--- src/shabsh_pkg.sv ---
// ----------------------------------------------------------------------------
// shabsh_pkg
// Types, constants and round functions of the SHA-256 byte-stream hasher.
// ----------------------------------------------------------------------------
`default_nettype none

package shabsh_pkg;

  // Command codes of an input request
  localparam logic CMD_ABSORB = 1'b0;
  localparam logic CMD_FINISH = 1'b1;

  // Padding marker byte, the block offset where the length field starts, and the last byte, round and word indices
  localparam logic [7:0] PAD_MARKER  = 8'h80;
  localparam logic [5:0] LEN_POS     = 6'd56;
  localparam logic [5:0] LAST_BYTE   = 6'd63;
  localparam logic [5:0] LAST_ROUND  = 6'd63;
  localparam logic [2:0] LAST_WORD   = 3'd7;

  typedef struct packed {
    logic       cmd;
    logic [7:0] data_byte;
  } in_req_t;

  typedef struct packed {
    logic [31:0] digest_word;
    logic        word_last;
  } out_req_t;

  typedef enum logic [2:0] {
    ST_IDLE,
    ST_PAD,
    ST_ROUND,
    ST_FINAL,
    ST_OUT
  } state_e;

  localparam logic [31:0] HASH_INIT [8] = '{
    32'h6a09e667, 32'hbb67ae85, 32'h3c6ef372, 32'ha54ff53a,
    32'h510e527f, 32'h9b05688c, 32'h1f83d9ab, 32'h5be0cd19
  };

  localparam logic [31:0] ROUND_K [64] = '{
    32'h428a2f98, 32'h71374491, 32'hb5c0fbcf, 32'he9b5dba5,
    32'h3956c25b, 32'h59f111f1, 32'h923f82a4, 32'hab1c5ed5,
    32'hd807aa98, 32'h12835b01, 32'h243185be, 32'h550c7dc3,
    32'h72be5d74, 32'h80deb1fe, 32'h9bdc06a7, 32'hc19bf174,
    32'he49b69c1, 32'hefbe4786, 32'h0fc19dc6, 32'h240ca1cc,
    32'h2de92c6f, 32'h4a7484aa, 32'h5cb0a9dc, 32'h76f988da,
    32'h983e5152, 32'ha831c66d, 32'hb00327c8, 32'hbf597fc7,
    32'hc6e00bf3, 32'hd5a79147, 32'h06ca6351, 32'h14292967,
    32'h27b70a85, 32'h2e1b2138, 32'h4d2c6dfc, 32'h53380d13,
    32'h650a7354, 32'h766a0abb, 32'h81c2c92e, 32'h92722c85,
    32'ha2bfe8a1, 32'ha81a664b, 32'hc24b8b70, 32'hc76c51a3,
    32'hd192e819, 32'hd6990624, 32'hf40e3585, 32'h106aa070,
    32'h19a4c116, 32'h1e376c08, 32'h2748774c, 32'h34b0bcb5,
    32'h391c0cb3, 32'h4ed8aa4a, 32'h5b9cca4f, 32'h682e6ff3,
    32'h748f82ee, 32'h78a5636f, 32'h84c87814, 32'h8cc70208,
    32'h90befffa, 32'ha4506ceb, 32'hbef9a3f7, 32'hc67178f2
  };

  // Round function of the a word: rotations by 2, 13, 22
  function automatic logic [31:0] big_sigma0(input logic [31:0] x);
    return {x[1:0], x[31:2]} ^ {x[12:0], x[31:13]} ^ {x[21:0], x[31:22]};
  endfunction

  // Round function of the e word: rotations by 6, 11, 25
  function automatic logic [31:0] big_sigma1(input logic [31:0] x);
    return {x[5:0], x[31:6]} ^ {x[10:0], x[31:11]} ^ {x[24:0], x[31:25]};
  endfunction

  // Schedule function: rotations by 7, 18 and a shift by 3
  function automatic logic [31:0] small_sigma0(input logic [31:0] x);
    return {x[6:0], x[31:7]} ^ {x[17:0], x[31:18]} ^ {3'b000, x[31:3]};
  endfunction

  // Schedule function: rotations by 17, 19 and a shift by 10
  function automatic logic [31:0] small_sigma1(input logic [31:0] x);
    return {x[16:0], x[31:17]} ^ {x[18:0], x[31:19]} ^ {10'b0, x[31:10]};
  endfunction

endpackage

`default_nettype wire

--- src/sha256_byte_stream_hasher_top.sv ---
// ----------------------------------------------------------------------------
// sha256_byte_stream_hasher_top
// SHA-256 digest of a byte stream, one round per cycle on a shared round unit.
// ----------------------------------------------------------------------------
// An absorb request shifts its byte into a 64-byte block window. The request
// that fills the block starts the compression: 64 rounds on the single round
// unit, one per cycle, then a final step that folds the working words into
// the hash. A finish request writes the padding one byte per cycle up to the
// end of the block (64 minus the bytes held) and compresses, twice when fewer
// than 9 bytes were free, then offers the eight digest words, word 0 first,
// one per output request. The input stalls from the first cycle of any of
// this work until the block is idle again. After the last digest word the
// hash returns to its initial value for the next message.
`default_nettype none

module sha256_byte_stream_hasher_top
  import shabsh_pkg::*;
(
  input  wire logic     clk_i,
  input  wire logic     rst_ni,
  input  wire logic     in_valid_i,
  output logic          in_stall_o,
  input  wire in_req_t  in_req_i,
  output logic          out_valid_o,
  input  wire logic     out_stall_i,
  output out_req_t      out_req_o
);

  state_e        state_q, state_d;
  logic [5:0]    fill_q, fill_d;
  logic [5:0]    rnd_q, rnd_d;
  logic [2:0]    word_q, word_d;
  logic [60:0]   bytes_q, bytes_d;
  logic [63:0]   len_q, len_d;
  logic          marker_q, marker_d;
  logic          len_blk_q, len_blk_d;
  logic          fin_q, fin_d;
  logic [511:0]  win_q, win_d;
  logic [31:0]   v_q [8];
  logic [31:0]   v_d [8];
  logic [31:0]   hash_q [8];
  logic [31:0]   hash_d [8];

  logic [31:0]   t1, t2, w_next;
  logic [7:0]    pad_byte;
  logic          len_phase;

  // Round unit and schedule expansion on fixed window taps
  always_comb begin
    t1 = v_q[7] + big_sigma1(v_q[4]) + ((v_q[4] & v_q[5]) ^ (~v_q[4] & v_q[6]))
         + ROUND_K[rnd_q] + win_q[511:480];
    t2 = big_sigma0(v_q[0])
         + ((v_q[0] & v_q[1]) ^ (v_q[0] & v_q[2]) ^ (v_q[1] & v_q[2]));
    w_next = win_q[511:480] + small_sigma0(win_q[479:448]) + win_q[223:192]
             + small_sigma1(win_q[63:32]);
  end

  // Padding byte: marker first, then zeros, then the bit length
  always_comb begin
    len_phase = len_blk_q && (fill_q >= LEN_POS);
    if (marker_q) begin
      pad_byte = PAD_MARKER;
    end else if (len_phase) begin
      pad_byte = len_q[63:56];
    end else begin
      pad_byte = 8'h00;
    end
  end

  // Sequencer: next state and datapath updates
  always_comb begin
    state_d   = state_q;
    fill_d    = fill_q;
    rnd_d     = rnd_q;
    word_d    = word_q;
    bytes_d   = bytes_q;
    len_d     = len_q;
    marker_d  = marker_q;
    len_blk_d = len_blk_q;
    fin_d     = fin_q;
    win_d     = win_q;
    v_d       = v_q;
    hash_d    = hash_q;

    case (state_q)
      ST_IDLE: begin
        if (in_valid_i) begin
          if (in_req_i.cmd == CMD_ABSORB) begin
            win_d   = {win_q[503:0], in_req_i.data_byte};
            fill_d  = fill_q + 6'd1;
            bytes_d = bytes_q + 61'd1;
            fin_d   = 1'b0;
            if (fill_q == LAST_BYTE) begin
              v_d     = hash_q;
              rnd_d   = '0;
              state_d = ST_ROUND;
            end
          end else begin
            len_d     = {bytes_q, 3'b000};
            bytes_d   = '0;
            marker_d  = 1'b1;
            len_blk_d = (fill_q < LEN_POS);
            fin_d     = 1'b1;
            state_d   = ST_PAD;
          end
        end
      end
      ST_PAD: begin
        win_d    = {win_q[503:0], pad_byte};
        fill_d   = fill_q + 6'd1;
        marker_d = 1'b0;
        if (!marker_q && len_phase) begin
          len_d = {len_q[55:0], 8'h00};
        end
        if (fill_q == LAST_BYTE) begin
          v_d     = hash_q;
          rnd_d   = '0;
          state_d = ST_ROUND;
        end
      end
      ST_ROUND: begin
        v_d[0] = t1 + t2;
        v_d[1] = v_q[0];
        v_d[2] = v_q[1];
        v_d[3] = v_q[2];
        v_d[4] = v_q[3] + t1;
        v_d[5] = v_q[4];
        v_d[6] = v_q[5];
        v_d[7] = v_q[6];
        win_d  = {win_q[479:0], w_next};
        rnd_d  = rnd_q + 6'd1;
        if (rnd_q == LAST_ROUND) begin
          state_d = ST_FINAL;
        end
      end
      ST_FINAL: begin
        for (int i = 0; i < 8; i++) begin
          hash_d[i] = hash_q[i] + v_q[i];
        end
        if (!fin_q) begin
          state_d = ST_IDLE;
        end else if (len_blk_q) begin
          word_d  = '0;
          state_d = ST_OUT;
        end else begin
          // extra block: zeros up to the length field, then the length
          len_blk_d = 1'b1;
          state_d   = ST_PAD;
        end
      end
      ST_OUT: begin
        if (!out_stall_i) begin
          word_d = word_q + 3'd1;
          if (word_q == LAST_WORD) begin
            hash_d  = HASH_INIT;
            fin_d   = 1'b0;
            state_d = ST_IDLE;
          end
        end
      end
      default: begin
        state_d = ST_IDLE;
      end
    endcase
  end

  // Control and hash state
  always_ff @(posedge clk_i or negedge rst_ni) begin
    if (!rst_ni) begin
      state_q   <= ST_IDLE;
      fill_q    <= '0;
      rnd_q     <= '0;
      word_q    <= '0;
      bytes_q   <= '0;
      marker_q  <= 1'b0;
      len_blk_q <= 1'b0;
      fin_q     <= 1'b0;
      hash_q    <= HASH_INIT;
    end else begin
      state_q   <= state_d;
      fill_q    <= fill_d;
      rnd_q     <= rnd_d;
      word_q    <= word_d;
      bytes_q   <= bytes_d;
      marker_q  <= marker_d;
      len_blk_q <= len_blk_d;
      fin_q     <= fin_d;
      hash_q    <= hash_d;
    end
  end

  // Block window, working words and captured length
  always_ff @(posedge clk_i) begin
    win_q <= win_d;
    v_q   <= v_d;
    len_q <= len_d;
  end

  // Drive the handshake and the digest word
  assign in_stall_o            = (state_q != ST_IDLE);
  assign out_valid_o           = (state_q == ST_OUT);
  assign out_req_o.digest_word = hash_q[word_q];
  assign out_req_o.word_last   = (word_q == LAST_WORD);

endmodule

`default_nettype wire
--- config.mk ---
export PLATFORM = sky130hd
export DESIGN_NAME = sha256_byte_stream_hasher_top
export DESIGN_NICKNAME = d
export VERILOG_FILES = /design/src/shabsh_pkg.sv /design/src/sha256_byte_stream_hasher_top.sv
export SDC_FILE = /design/constraint.sdc
export NUM_CORES = 2
export LEC_CHECK = 0
export ABC_AREA = 0
export BUFFER_PORTS_ARGS = -buffer_cell sky130_fd_sc_hd__buf_2
export CORE_MARGIN = 2
export CORE_UTILIZATION = 50
export CTS_BUF_LIST = sky130_fd_sc_hd__clkbuf_2
export DETAILED_ROUTE_END_ITERATION = 16
export PLACE_DENSITY = 0.68
export SLEW_MARGIN = 20
export SYNTH_ARGS = -nofsm -noshare
export SYNTH_HDL_FRONTEND = slang
export SYNTH_SLANG_ARGS = --single-unit
--- constraint.sdc ---
create_clock -name clk_i -period 54.8 [get_ports clk_i]
set_input_delay 0 -clock clk_i [delete_from_list [all_inputs] [get_ports clk_i]]
set_output_delay 0 -clock clk_i [all_outputs]
set_load 0.05 [all_outputs]
==> run_results.csv <==
group,metric,value,unit
clocking,cts_root_buffer,"clkbuf_2",
timing,fin_ws,45230,ps
detailed_routing,drt_iter0_drc,6537,
timing,finalCriticalPeriod,9570,ps
detailed_routing,routed_wl,240,mm
yosys,yosys_warnings,0,
worst_setup_path,critPathBufInv,6,
worst_setup_path,r2r_slack,45230,ps
timing,setup_viol,0,
clocking,cts.sinks,1167,
timing,fin_setup_tns,0,ps
floorplanning,fp.dieH,399,µm
clocking,path_clk_slew,100,ps
place,hpwl,170,mm
yosys,synth_ff_type,"edfxtp_1",
worst_setup_path,startpoint,"rnd_q[0]",
global_routing,grt_pass1_wl,364,mm
timing,post-route-period-util,0.175,
yosys,synth_edf_count,829,
timing,rsz0062_at_grt,"false",
yosys,avgSynthCellArea,9.25,µm²
global_routing,antenna_found_initial,8,
detailed_routing,met3_wirelength,22.7,mm
detailed_routing,first_pass_iters,6,
yosys,synth-seq-cells,1167,
timing,skew,178,ps
global_routing,grt_max_degree,149,
worst_setup_path,critical_path.max_stage_delay,600,ps
finish,area_growth,6.93,%
detailed_routing,num_vias,63104,
yosys,seq_area_frac_synth,0.429,
finish,regArea,0.0335,mm²
detailed_routing,wl_met1,104,mm
clocking,cts_buffers,334,
flow_run,maxCapViolCount,0,
clocking,cts_tree,"yes",
detailed_routing,wl_per_cell,22.2,µm
worst_setup_path,crit_slowest_cell,"ha_1",
detailed_routing,ant_nets,0,
floorplanning,die_area,0.159,mm²
clocking,cts_resized,0,
worst_setup_path,cp-start-kind,"flop",
floorplanning,core,0.156,mm²
place,gp_congestion,1.02,
finish,layout-drive-gt1-share,0.117,
timing,drv_slew,0,
worst_setup_path,cp-end-kind,"flop",
floorplanning,num_io_pins,48,
run_status,status,"complete, no violations",
yosys,async_reset_ff_frac,0.290,
min_path,hp-start,"out_stall_i",
detailed_routing,route.detailed.drc,0,
floorplanning,die_x,399,µm
detailed_routing,avgViaCountPerCell,5.82,
timing,clock.fmax,104,MHz
yosys,synth_cell_types,94,
worst_setup_path,crit_required,56230,ps
floorplanning,fp-row-count,145,
timing,tightest_slew,1310,ps
worst_setup_path,critical_path_class,"flop to flop",
timing,hold_violations,0,
worst_setup_path,crit_top_cell,"inv_1",
worst_setup_path,r2r_start,"rnd_q[0]",
timing,relSlewSlack,0.122,
clocking,htree_levels,5,
finish,fillCellCount,14366,
place,pre_cts_slack,45580,ps
global_routing,grt-ovfl-total,0,
worst_setup_path,crit_fanout,25,
worst_setup_path,critPathArrivalTime,11010,ps
place,io_buffers,47,
global_routing,grt_pass1_vias,60731,
clocking,clock_latency,1800,ps
worst_setup_path,cp_top_family,"compound AO/OA/AOI/OAI gates",
yosys,synth_nets,9059,
clocking,clock_path_buffers,4,
yosys,synth.cell_area,0.0781,mm²
finish,final_nets,9130,
yosys,syn_inst,8447,
detailed_routing,top_layer_used,"met5",
floorplanning,initial_core_util,0.502,
min_path,hold_path_class,"input port to flop",
global_routing,gr-usage-all-layers,0.298,
detailed_routing,wl_met2,105,mm
finish,multi_input_comb_area,0.0411,mm²
[metal layers]
layer  GRT usage  vias up
met4       0.106        4
met3      0.0699      481
li1            -    29226
met2       0.445     2735
met5           0        -
met1       0.425    30658
[placed cells by master (no fill, tap or decap), drive strengths merged, types with 86 or more instances in the layout]
master and instances:
nand2 2311, edfxtp 829, o21ai 557, clkbuf 516, inv 515, a21oi 467
nor2 409, ha 404, xnor2 325, xor2 298, a21o 202, dfrtp 202
fa 195, dfstp 136, buf 118, mux2 112, nand3 101, nor3 86
[per-stage QoR]
step | cells | utilization | hold WS [ps] | cell area, µm²
floorplan | 8447 | - | -296 | 78100
global placement | 10186 | 0.513 | 139 | 79900
detailed placement | 10186 | 0.513 | 147 | 79900
CTS | 10829 | 0.536 | 221 | 83500
global route | 10836 | 0.536 | 312 | 83500
finish | 10836 | 0.536 | 425 | 83500
[path summary, 6_finish.rpt]
check                           depth (start not counted)           to
min in group asynchronous                               6  hash_q[160]
worst max register to register                         35     v_q[254]
max in group asynchronous                              10   hash_q[22]
worst min register to register                          1    fill_q[5]
worst max-delay path                                   35     v_q[254]
worst min-delay path                                    6    word_q[2]
[kinds of logic after synthesis]
group,synth area share
buffers and inverters,0.0456
DFF,0.429
and+or+nand+nor,0.168
adders and majority gates,0.115
muxes,0.0387
xor gates and xnor gates,0.0699
AOI/OAI and AO/OA,0.133
[cell usage after synthesis, types with 52 or more instances]
cell type | instances | area share
a21o_1 | 202 | 0.019
xor2_1 | 298 | 0.033
a211oi_1 | 57 | 0.0055
a21oi_1 | 464 | 0.030
o21bai_1 | 52 | 0.0050
nor3_1 | 85 | 0.0054
dfrtp_1 | 202 | 0.065
edfxtp_1 | 829 | 0.32
nand3_1 | 101 | 0.0065
o21ai_0 | 552 | 0.035
mux4_2 | 72 | 0.021
buf_1 | 53 | 0.0025
clkbuf_1 | 380 | 0.018
dfstp_2 | 136 | 0.046
nor2b_1 | 55 | 0.0044
mux2_2 | 111 | 0.016
fa_1 | 195 | 0.050
xnor2_1 | 325 | 0.036
nor2_1 | 408 | 0.020
ha_1 | 404 | 0.065
nand2b_1 | 64 | 0.0051
inv_1 | 511 | 0.025
nand2_1 | 2311 | 0.11
[state kept, by name, summed over array words and instances, names as in the netlist]
register   flops
win_q        512
hash_q       256
v_q          256
bytes_q       61
len_q         61
fill_q         6
rnd_q          6
state_q        3
word_q         3
fin_q          1
len_blk_q      1
marker_q       1
[worst register-to-register path, delay by kind of cell (launching register included)]
family                     cells  cell delay (ps)
AOI/OAI and AO/OA             15             3710
xor gates and xnor gates       2              470
adders and majority gates      7             3030
buffers and inverters          6              790
DFF                            1              370
and+or+nand+nor                5              890
[layout make-up]
cell class	instances	share of cell area
inverter	513	0.0231
clock buffer	516	0.0309
antenna	6	0.000180
timing repair buffer	170	0.0163
tap	2058	0.0308
multi-input combinational	6332	0.492
clock inverter	74	0.00508
sequential	1167	0.402
[what timing repair did]
action | CTS | global route
endpoints found under the hold margin | 836 | 0
hold buffers | 53 | 0
setup buffers | 0 | 0
Power is not shown: default switching activity piles up to over one toggle a cycle in this logic, so the estimate is an artifact.
